## config.mk

```make
export PLATFORM = sky130hd
export DESIGN_NAME = ramped_resampling_mixer_unit
export DESIGN_NICKNAME = d
export VERILOG_FILES = /design/src/hw/rtl/rrm_pkg.sv /design/src/hw/rtl/ramped_resampling_mixer_unit.sv /design/src/hw/rtl/rrm_ctrl.sv /design/src/hw/rtl/rrm_datapath.sv
export SDC_FILE = /design/constraint.sdc
export NUM_CORES = 2
export LEC_CHECK = 0
export BUFFER_PORTS_ARGS = -buffer_cell sky130_fd_sc_hd__buf_2
export CAP_MARGIN = 20
export CORE_MARGIN = 2
export CORE_UTILIZATION = 60
export CTS_CLUSTER_DIAMETER = 120
export CTS_CLUSTER_SIZE = 24
export DETAILED_ROUTE_END_ITERATION = 7
export GPL_TIMING_DRIVEN = 0
export HOLD_SLACK_MARGIN = 0.03
export PLACE_DENSITY_LB_ADDON = 0.1
export SLEW_MARGIN = 40
export SYNTH_ARGS = -nofsm -noshare
export SYNTH_HDL_FRONTEND = slang
export SYNTH_SLANG_ARGS = --single-unit
export TNS_END_PERCENT = 30
```

## constraint.sdc

```tcl
create_clock -name clk -period 11 [get_ports clk]
set_clock_uncertainty 0.05 [all_clocks]
set_input_delay 1.1 -clock clk [delete_from_list [all_inputs] [get_ports clk]]
set_output_delay 1.1 -clock clk [all_outputs]
set_load 0.01 [all_outputs]
```

## src/hw/rtl/rrm_pkg.sv

```systemverilog
`timescale 1ns / 1ps
// ----------------------------------------------------------------------------
// rrm_pkg
// Shared constants, register indexes and control types of the mixer.
// ----------------------------------------------------------------------------
package rrm_pkg;

  localparam int INTERP_SHIFT  = 16;
  localparam int POS_FRAC_BITS = 32;
  localparam int ADDR_BITS     = 24;
  localparam int VOL_FRAC_BITS = 16;

  localparam int POS_BITS  = ADDR_BITS + POS_FRAC_BITS;
  localparam int SMP_W     = 8;
  localparam int ACC_W     = 32;
  localparam int VOL_W     = 24;
  localparam int ADDR_W    = 24;
  localparam int CFG_W     = 56;
  localparam int CFG_IDX_W = 3;
  localparam int MODE_W    = 3;
  localparam int CNT_W     = 16;
  localparam int IN_W      = 80;
  localparam int OUT_W     = 88;

  typedef enum logic [CFG_IDX_W-1:0] {
    REG_MIX_MODE        = 3'd0,
    REG_START_POSITION  = 3'd1,
    REG_POSITION_STEP   = 3'd2,
    REG_LEFT_VOL_START  = 3'd3,
    REG_LEFT_VOL_STEP   = 3'd4,
    REG_RIGHT_VOL_START = 3'd5,
    REG_RIGHT_VOL_STEP  = 3'd6,
    REG_FRAME_COUNT     = 3'd7
  } reg_idx_t;

  typedef enum logic [1:0] {
    KIND_MONO   = 2'd0,
    KIND_STEREO = 2'd1,
    KIND_SURR_A = 2'd2,
    KIND_SURR_B = 2'd3
  } kind_t;

  typedef struct packed {
    logic load;
    logic interp;
    logic scale;
    logic commit;
  } rrm_cmd_t;

endpackage

```

## src/hw/rtl/ramped_resampling_mixer_unit.sv

```systemverilog
`timescale 1ns / 1ps
// ----------------------------------------------------------------------------
// ramped_resampling_mixer_unit
// A request is taken in the load step and passes the interpolate, scale and
// commit steps before its result is valid. The 4-step sequencer takes one
// request at a time, none before the commit; a result waiting in the output
// register holds the scale step only. Reset (rst, synchronous) restores the
// register defaults and reloads position, volumes and frame counter.
// ----------------------------------------------------------------------------
module ramped_resampling_mixer_unit import rrm_pkg::*; (
  input  logic                 clk,
  input  logic                 rst,
  input  logic                 s_tvalid,
  output logic                 s_tready,
  // sample_here[7:0], sample_next[15:8], acc_left[47:16], acc_right[79:48]
  input  logic [IN_W-1:0]      s_tdata,
  output logic                 m_tvalid,
  input  logic                 m_tready,
  // mix_left[31:0], mix_right[63:32], next_fetch_address[87:64]
  output logic [OUT_W-1:0]     m_tdata,
  output logic                 m_tlast,
  input  logic                 cfg_we,
  input  logic [CFG_IDX_W-1:0] cfg_index,
  input  logic [CFG_W-1:0]     cfg_data
);

  rrm_cmd_t cmd;

  rrm_ctrl u_ctrl (
    .clk      (clk),
    .rst      (rst),
    .s_tvalid (s_tvalid),
    .s_tready (s_tready),
    .m_tvalid (m_tvalid),
    .m_tready (m_tready),
    .cmd      (cmd)
  );

  rrm_datapath u_datapath (
    .clk       (clk),
    .rst       (rst),
    .cmd       (cmd),
    .cfg_we    (cfg_we),
    .cfg_index (cfg_index),
    .cfg_data  (cfg_data),
    .in_data   (s_tdata),
    .out_data  (m_tdata),
    .out_last  (m_tlast)
  );

endmodule

```

## src/hw/rtl/rrm_ctrl.sv

```systemverilog
`timescale 1ns / 1ps
// ----------------------------------------------------------------------------
// rrm_ctrl
// Sequencer for one request: load, interpolate, scale, commit to output.
// ----------------------------------------------------------------------------
module rrm_ctrl import rrm_pkg::*; (
  input  logic     clk,
  input  logic     rst,
  input  logic     s_tvalid,
  output logic     s_tready,
  output logic     m_tvalid,
  input  logic     m_tready,
  output rrm_cmd_t cmd
);

  typedef enum logic [3:0] {
    ST_IDLE   = 4'b0001,
    ST_INTERP = 4'b0010,
    ST_SCALE  = 4'b0100,
    ST_COMMIT = 4'b1000
  } state_t;

  state_t state, state_next;
  logic   out_free;

  assign s_tready = (state == ST_IDLE);
  assign out_free = !m_tvalid || m_tready;

  always_comb begin
    state_next = state;
    cmd = '0;
    case (state)
      ST_IDLE: begin
        if (s_tvalid) begin
          cmd.load = 1'b1;
          state_next = ST_INTERP;
        end
      end
      ST_INTERP: begin
        cmd.interp = 1'b1;
        state_next = ST_SCALE;
      end
      ST_SCALE: begin
        // hold until the output register can take the result
        if (out_free) begin
          cmd.scale = 1'b1;
          state_next = ST_COMMIT;
        end
      end
      ST_COMMIT: begin
        cmd.commit = 1'b1;
        state_next = ST_IDLE;
      end
      default: state_next = ST_IDLE;
    endcase
  end

  always_ff @(posedge clk) begin
    if (rst) begin
      state <= ST_IDLE;
      m_tvalid <= 1'b0;
    end else begin
      state <= state_next;
      if (cmd.commit) begin
        m_tvalid <= 1'b1;
      end else if (m_tready) begin
        m_tvalid <= 1'b0;
      end
    end
  end

endmodule

```

## src/hw/rtl/rrm_datapath.sv

```systemverilog
`timescale 1ns / 1ps
// ----------------------------------------------------------------------------
// rrm_datapath
// Registers, voice state, interpolation, volume scaling and accumulation.
// ----------------------------------------------------------------------------
module rrm_datapath import rrm_pkg::*; (
  input  logic                 clk,
  input  logic                 rst,
  input  rrm_cmd_t             cmd,
  input  logic                 cfg_we,
  input  logic [CFG_IDX_W-1:0] cfg_index,
  input  logic [CFG_W-1:0]     cfg_data,
  input  logic [IN_W-1:0]      in_data,
  output logic [OUT_W-1:0]     out_data,
  output logic                 out_last
);

  localparam int DIFF_W   = SMP_W + 1;
  localparam int IPROD_W  = DIFF_W + INTERP_SHIFT + 1;
  localparam int SPROD_W  = VOL_W + SMP_W;
  localparam logic [SPROD_W:0] VOL_BIAS = (SPROD_W+1)'((64'd1 << VOL_FRAC_BITS) - 64'd1);
  localparam logic signed [VOL_W:0] VOL_MAX = (VOL_W+1)'((64'd1 << (VOL_W-1)) - 64'd1);
  localparam logic signed [VOL_W:0] VOL_MIN = -(VOL_W+1)'(64'd1 << (VOL_W-1));

  // configuration
  logic [MODE_W-1:0]       mix_mode;
  logic [CFG_W-1:0]        start_position;
  logic [CFG_W-1:0]        position_step;
  logic signed [VOL_W-1:0] left_vol_start, left_vol_step;
  logic signed [VOL_W-1:0] right_vol_start, right_vol_step;
  logic [CNT_W-1:0]        frame_count;

  // voice state
  logic [POS_BITS-1:0]     position;
  logic signed [VOL_W-1:0] left_volume, right_volume;
  logic [CNT_W-1:0]        frames_done;

  // work registers
  logic signed [SMP_W-1:0]   here, nxt;
  logic [ACC_W-1:0]          acc_l, acc_r;
  logic signed [IPROD_W-1:0] iprod;
  logic signed [SPROD_W-1:0] prod_l, prod_r;

  logic signed [VOL_W-1:0]   left_ramp, right_ramp;
  logic signed [DIFF_W-1:0]  diff;
  logic [INTERP_SHIFT-1:0]   frac;
  logic signed [IPROD_W-1:0] iprod_sh;
  logic signed [SMP_W-1:0]   smp;
  logic [ACC_W-1:0]          pl, pr, mix_l, mix_r;
  logic [63:0]               step_ext, start_ext;
  logic [POS_BITS-1:0]       position_next;
  logic [CNT_W-1:0]          frames_inc;
  logic                      last;
  logic [31:0]               addr_ext;
  kind_t                     kind;

  function automatic logic signed [VOL_W-1:0] sat_add(
    input logic signed [VOL_W-1:0] a,
    input logic signed [VOL_W-1:0] b
  );
    logic signed [VOL_W:0] s;
    s = {a[VOL_W-1], a} + {b[VOL_W-1], b};
    if (s > VOL_MAX) begin
      s = VOL_MAX;
    end else if (s < VOL_MIN) begin
      s = VOL_MIN;
    end
    return s[VOL_W-1:0];
  endfunction

  // divide by the volume unit, truncating toward zero
  function automatic logic [ACC_W-1:0] unscale(input logic signed [SPROD_W-1:0] p);
    logic signed [SPROD_W:0] b;
    b = {p[SPROD_W-1], p} + (p[SPROD_W-1] ? $signed(VOL_BIAS) : $signed({(SPROD_W+1){1'b0}}));
    b = b >>> VOL_FRAC_BITS;
    return ACC_W'(b);
  endfunction

  assign left_ramp  = sat_add(left_volume, left_vol_step);
  assign right_ramp = sat_add(right_volume, right_vol_step);

  assign diff     = {nxt[SMP_W-1], nxt} - {here[SMP_W-1], here};
  assign frac     = position[POS_FRAC_BITS-1 -: INTERP_SHIFT];
  assign iprod_sh = iprod >>> INTERP_SHIFT;
  assign smp      = mix_mode[0] ? (here + iprod_sh[SMP_W-1:0]) : here;

  assign kind = kind_t'(mix_mode[MODE_W-1:1]);
  assign pl   = unscale(prod_l);
  assign pr   = unscale(prod_r);

  always_comb begin
    mix_l = acc_l + pl;
    case (kind)
      KIND_MONO:   mix_r = acc_r;
      KIND_STEREO: mix_r = acc_r + pr;
      default:     mix_r = acc_r - pl;
    endcase
  end

  assign step_ext      = {{(64-CFG_W){position_step[CFG_W-1]}}, position_step};
  assign start_ext     = {{(64-CFG_W){1'b0}}, start_position};
  assign position_next = position + step_ext[POS_BITS-1:0];
  assign frames_inc    = frames_done + CNT_W'(1);
  assign last          = (frames_inc == frame_count);
  assign addr_ext      = 32'(position_next[POS_BITS-1:POS_FRAC_BITS]);

  always_ff @(posedge clk) begin
    if (rst) begin
      mix_mode        <= '0;
      start_position  <= '0;
      position_step   <= CFG_W'(64'd1 << POS_FRAC_BITS);
      left_vol_start  <= VOL_W'(64'd1 << VOL_FRAC_BITS);
      left_vol_step   <= '0;
      right_vol_start <= VOL_W'(64'd1 << VOL_FRAC_BITS);
      right_vol_step  <= '0;
      frame_count     <= CNT_W'(1);
      position        <= '0;
      left_volume     <= VOL_W'(64'd1 << VOL_FRAC_BITS);
      right_volume    <= VOL_W'(64'd1 << VOL_FRAC_BITS);
      frames_done     <= '0;
    end else if (cfg_we) begin
      // store the register, then reload the voice state from the set
      case (reg_idx_t'(cfg_index))
        REG_MIX_MODE:        mix_mode        <= cfg_data[MODE_W-1:0];
        REG_START_POSITION:  start_position  <= cfg_data;
        REG_POSITION_STEP:   position_step   <= cfg_data;
        REG_LEFT_VOL_START:  left_vol_start  <= cfg_data[VOL_W-1:0];
        REG_LEFT_VOL_STEP:   left_vol_step   <= cfg_data[VOL_W-1:0];
        REG_RIGHT_VOL_START: right_vol_start <= cfg_data[VOL_W-1:0];
        REG_RIGHT_VOL_STEP:  right_vol_step  <= cfg_data[VOL_W-1:0];
        REG_FRAME_COUNT:     frame_count     <= cfg_data[CNT_W-1:0];
        default: ;
      endcase
      case (reg_idx_t'(cfg_index))
        REG_START_POSITION: position <= cfg_data[POS_BITS-1:0];
        default:            position <= start_ext[POS_BITS-1:0];
      endcase
      case (reg_idx_t'(cfg_index))
        REG_LEFT_VOL_START: left_volume <= cfg_data[VOL_W-1:0];
        default:            left_volume <= left_vol_start;
      endcase
      case (reg_idx_t'(cfg_index))
        REG_RIGHT_VOL_START: right_volume <= cfg_data[VOL_W-1:0];
        default:             right_volume <= right_vol_start;
      endcase
      frames_done <= '0;
    end else begin
      if (cmd.load) begin
        left_volume  <= left_ramp;
        right_volume <= right_ramp;
      end
      if (cmd.commit) begin
        position    <= position_next;
        frames_done <= last ? '0 : frames_inc;
      end
    end
  end

  always_ff @(posedge clk) begin
    if (cmd.load) begin
      here  <= in_data[7:0];
      nxt   <= in_data[15:8];
      acc_l <= in_data[47:16];
      acc_r <= in_data[79:48];
    end
    if (cmd.interp) begin
      iprod <= diff * $signed({1'b0, frac});
    end
    if (cmd.scale) begin
      prod_l <= left_volume * smp;
      prod_r <= right_volume * smp;
    end
    if (cmd.commit) begin
      out_data <= {addr_ext[ADDR_W-1:0], mix_r, mix_l};
      out_last <= last;
    end
  end

endmodule
```

; ---- Yosys cells after proc, flatten, opt, wreduce, memory -nomap -nowiden
; Cells that the tools add are included.
[classes]
n_eq_ne = 15
multipliers = 3
magnitude_cmp = 4
add_sub_neg = 11
muxes = 29
reduce_logical = 14
[ops]
columns = operator, count
row1 = 24-bit two-way mux, 10
row2 = 56-bit two-way mux, 3
row3 = 33-bit adder, 2
row4 = 32-bit adder, 2
row5 = 24-bit by 8-bit multiplier with 32-bit output, 2
row6 = 32-bit case mux with 2 select lines, 1
row7 = 56-bit adder, 1
row8 = 24-bit by 24-bit adder with 25-bit output, 2
row9 = 25-bit by 24-bit greater-than comparator with 1-bit output (second input constant), 2
row10 = 25-bit by 24-bit less-than comparator with 1-bit output (second input constant), 2
row11 = 16-bit two-way mux, 3
row12 = 32-bit subtractor, 1
row13 = 9-bit by 17-bit multiplier with 24-bit output, 1
row14 = 16-bit by 1-bit adder with 16-bit output (second input constant), 1
row15 = 16-bit equality test, 1
row16 = 3-bit equality test (second input constant), 4
row17 = 4-bit case mux with 3 select lines, 1
row18 = 2-bit AND reduction, 6
row19 = 8-bit by 8-bit subtractor with 9-bit output, 1
row20 = 8-bit adder, 1
row21 = 1-bit two-way mux, 8
row22 = 4-bit two-way mux, 2
row23 = 8-bit two-way mux, 1
row24 = 3-bit by 2-bit equality test with 1-bit output (second input constant), 2
row25 = other kinds (14), 16
[totals]
input_bits = 144
elab_cells = 99
regBits = 609
out_inout_bits = 91

; ---- Depth between registers and ports, before layout
[depth]
word_depth = 6
mapped_depth = 31
ltp_nobuf = 31

; ---- Cells and area by module
; Synthesis repeated with hierarchy kept, for this count alone.
[hier_totals]
cells_unflattened = 5606
hier_area_um2 = 50231.9
[modules_own_cells]
columns = module, area_per_inst_um2, instances, cells_per_inst, seq_area_each_um2
row1 = rrm_datapath, 49974.2, 1, 5582, 14183.6
row2 = rrm_ctrl, 257.7, 1, 24, 100.1

; ---- Worst setup path after synthesis
; Ideal clock, no wire load.
[synth_path]
kind = reg-to-reg
from = register u_datapath.here[1]
to = register u_datapath.prod_l[31], data pin
required_ps = 10793
n_path_buf = 2
path_stages_with_launch = 31
period_less_slack_ps = 7096
setup_slack_ps = 3904
arrival_time_ps = 6889
setup_ps = 157
path_cell_list = edfxtp_1 ha_1 a21o_1 a21oi_1 o21bai_1 a21oi_1 o21bai_1 a21oi_1 xnor2_1 nand2_1 xnor2_1 clkbuf_1 clkbuf_1 inv_1 fa_1 inv_1 fa_1 inv_1 fa_1 inv_1 fa_1 inv_1 ha_1 or4_1 o21a_1 a41o_1 a311o_1 a21oi_1 o21ai_1 and4_1 nor3_1
[synth_between]
elab_chain_len = 3
[synth_lines]
columns = item, line_no
row1 = "start, declared", rrm_datapath.sv:39  ; logic signed [SMP_W-1:0] here, nxt;
row2 = "start signal, assigned", rrm_datapath.sv:161  ; here <= in_data[7:0];
row3 = 8-bit adder, rrm_datapath.sv:85  ; assign smp = mix_mode[0] ? (here + iprod_sh[SMP_W-1:0]) : here;
row4 = 8-bit two-way mux *, rrm_datapath.sv:85
row5 = 24-bit by 8-bit multiplier with 32-bit output *, rrm_datapath.sv:170  ; prod_l <= left_volume * smp;
row6 = "end signal, assigned", rrm_datapath.sv:170
row7 = "end, declared", rrm_datapath.sv:42  ; logic signed [SPROD_W-1:0] prod_l, prod_r;
; Mark *: on every way between the ends. The rest lies on a longest branch, timed or not.
; A chain may end at the register's enable or synchronous reset.

; ---- Worst setup path in the final report
; Ends and elaborated chain as after synthesis.

==> summary.md <==
| Metric | Value |
|---|---|
| Status | completed |
| Final worst slack | 2.01 ns |
| Routed len/inst | 20.0 um |
| Area of the multi-input gates | 33,600 um2 |
| Vias in the first global route | about 40,000 |
| Clock sinks | between 500 and 600 |
| Core area | about 85,000 um2 |
| Setup_tns | 0 ns |
| IO Port Bufs | approximately 210 |
| Hold Path Class | reg -> reg |
| Hold_buf cts | 0 |
| Dpl ws | 2.13 ns |
| Asr flop ratio synth | 0% |
| Via count | 42,000 |
| Post-synthesis net count | between 6,000 and 7,000 |
| Starting density of the core | 60.3% |
| Post-CTS setup buffer count | 0 |
| Post-route ant nets | 0 |
| Yosys warns | 0 |
| Highest cell delay on the worst timing path | 0.73 ns |
| Synth top area share | 15.9% |
| Commonest cells post-synth | nand2_1, inv_1, a21oi_1 |
| Final hold vios | 0 |
| Die area | 87,500 um2 |
| Area grow syn2layout | 7.14% |
| P_leak | 0.0239 uW |
| Worst R2R Path Depth | 30 |
| Clk_lat worst skew | 0.67 ns |
| Number of fill cells | about 7,200 |
| Min-delay src | u_datapath.start_position[19] |
| Total chip power | 7140 uW |
| CTS tree | built |
| Power Dens Cells | around 130 nW/um2 |
| Startpoint types | register |
| CP required | 11.43 ns |
| CP max stage cell | clkbuf_1 |
| Finished Layout Cells | approximately 7,200 |
| R2R Path Start | u_datapath.here[1] |
| Layout cells sized above 1 | 6.14% |
| Cell count of the worst hold path | 2 |
| Ports | 235 |
| Clock Pin Slew Worst Setup and Hold Paths | about 0.10 ns |
| Row count | roughly 110 |
| R2R Path End | u_datapath.prod_l[31] |
| Cell variety after synth | 99 |
| Post-synth EDFFs | 241 |
| CTS buffer count | 30 |
| Die H | 296 um |
| H-tree levels | 1 |
| Relative max-transition margin | roughly a third |
| CTS Root Cell | clkbuf_16 |
| Worst VDD drop | roughly 130 uV |
| Dominant cells by area after synthesis | fa_1, edfxtp_1, dfxtp_1 |
| Crit end category | register |
| Tightest Pin Transition | between 0.9 and 1 ns |
| Crit share post-route | 81.7% |
| Syn Std Cell Area | 51,100 um2 |
| Mapped Avg Cell Area | roughly 8.9 um2 |
| Hold EP | u_datapath.start_position[19] |
| Yosys top cell by area | fa_1 |
| # setup viols final | 0 |
| Die Wd | 296 um |
| Arr. time, crit path | 9.42 ns |
| Placed Instances | between 7,000 and 8,000 |
| Global-route wire length before repair | roughly 220 mm |
| Top-count cell post-synth | nand2_1 |
| CTS Buffer Depth | 3 |
| Critical path peak fanout | 10 |
| RSZ-0062 raised after global routing | no |
| Drc violations | 0 |
| DRT Pass-1 Iters | 6 |
| Count of state elements after synthesis | around 600 |
| Gr usage total | between 30% and 40% |
| DRT Wirelength | approximately 140 mm |
| FMAX | between 0.1 and 0.15 GHz |
| CP dominant cell by count | inv_1 |
| Reg2reg setup slack | 2.01 ns |
| Max-cap violations | 0 |
| Synth Instances | 5,768 |
| Placer Congestion | 0.964 |
| Post_cts resized | 0 |
| Grt ovf | 0 |
| Largest net degree at the start of global routing | 43 |
| Initial DRC count | 3,176 |
| Seq/Total Area, Yosys | 27.9% |
| Nets | 6,963 |
| DPL Wire Length | 113 mm |
| Register area | between 10,000 and 15,000 um2 |
| Most common flop cell mapped by yosys | dfxtp_1 |
| CP Class | reg -> reg |
| Final slew viol count | 0 |
| Final min period | 8.99 ns |
| Vias per inst | 5.85 |
| Initial antenna violation count | 2 |
-- worst max-delay path by stage --
stage                       startpoint                    end  slack, ns  cells after the start
global placement    u_datapath.here[1]  u_datapath.prod_l[31]       2.31                     30
CTS                 u_datapath.here[1]  u_datapath.prod_l[31]       2.08                     30
detailed placement  u_datapath.here[1]  u_datapath.prod_l[31]       2.13                     30
floorplan           u_datapath.here[1]  u_datapath.prod_l[31]       3.90                     30
global route        u_datapath.here[1]  u_datapath.prod_l[31]       1.62                     30
finish              u_datapath.here[1]  u_datapath.prod_l[31]       2.01                     30
-- cells in the final DEF (no fill, tap or decap), types with 102 or more instances in the layout --
cell type  count
a211oi_1     102
a21o_1       119
a21oi_1      541
and2_1       170
buf_2        222
clkbuf_1     249
dfxtp_1      352
edfxtp_1     241
fa_1         407
ha_1         389
inv_1        560
mux2i_1      111
nand2_1      746
nor2_1       319
nor2b_1      207
o21ai_0      107
xnor2_1      193
-- sequential cells by signal, indices dropped and copies added (netlist names), 32 cells and up --
signal / cells
u_datapath.acc_l: 32
u_datapath.acc_r: 32
u_datapath.out_data: 88
u_datapath.position: 56
u_datapath.position_step: 56
u_datapath.prod_l: 32
u_datapath.prod_r: 32
u_datapath.start_position: 56
-- kinds of logic (layout without fill, tap and decap cells) --
kind of cell | after synthesis | after routing | share of synthesized area, %
flops | 593 | 593 | 27.9
buf+inv | 863 | 1135 | 6.38
compound gates | 1237 | 1237 | 15.1
simple gates | 1859 | 1859 | 17.5
xor+xnor | 291 | 291 | 5.04
other cells | 0 | 3 | 0
mux | 129 | 129 | 2.58
fa+ha+maj | 796 | 796 | 25.5
-- final cells by class --
cell class                      count  share of cell area [%]
Sequential cell                   593                    26.1
Tap cell                         1144                    2.61
Multi-Input combinational cell   4312                    61.4
Timing Repair Buffer              223                    2.19
Clock buffer                       43                    1.50
Clock inverter                      6                   0.178
Antenna cell                        3                  0.0137
Inverter                          562                    3.85
Buffer                            301                    2.17
-- per-layer routing --
layer	track usage, %	share of wire, %
met2	53.8	46
met3	4.41	7.7
met4	12.4	4.5
met1	43.0	42
met5	0	0.0090
-- worst max-delay path: cells and delay by family (launching register included) --
family	cells	cell delay [ns]
adder cells (fa/ha/maj)	6	2.57
AO/OA/AOI/OAI	11	2.44
buffers and inverters	7	1.75
AND/OR/NAND/NOR	4	0.90
XOR/XNOR	2	0.59
flip-flops	1	0.50
-- power breakdown --
group,internal (uW),leakage [uW],switching (uW)
Clock,555,0.000444,767
Combinational,1330,0.0184,1940
Sequential,2470,0.00507,81.3
Total,4360,0.0239,2790
-- stage by stage --
step | hold WS, ns | util, % | cell area, um2
3_5_place_dp | 0.393 | 63.5 | 53800
4_1_cts | 0.410 | 64.6 | 54700
2_1_floorplan | 0.377 | - | 51100
3_3_place_gp | 0.384 | 63.2 | 53600
5_1_grt | 0.427 | 64.6 | 54800
6_report | 0.410 | 64.6 | 54800
No activity file was read; power rests on OpenSTA's default activity.
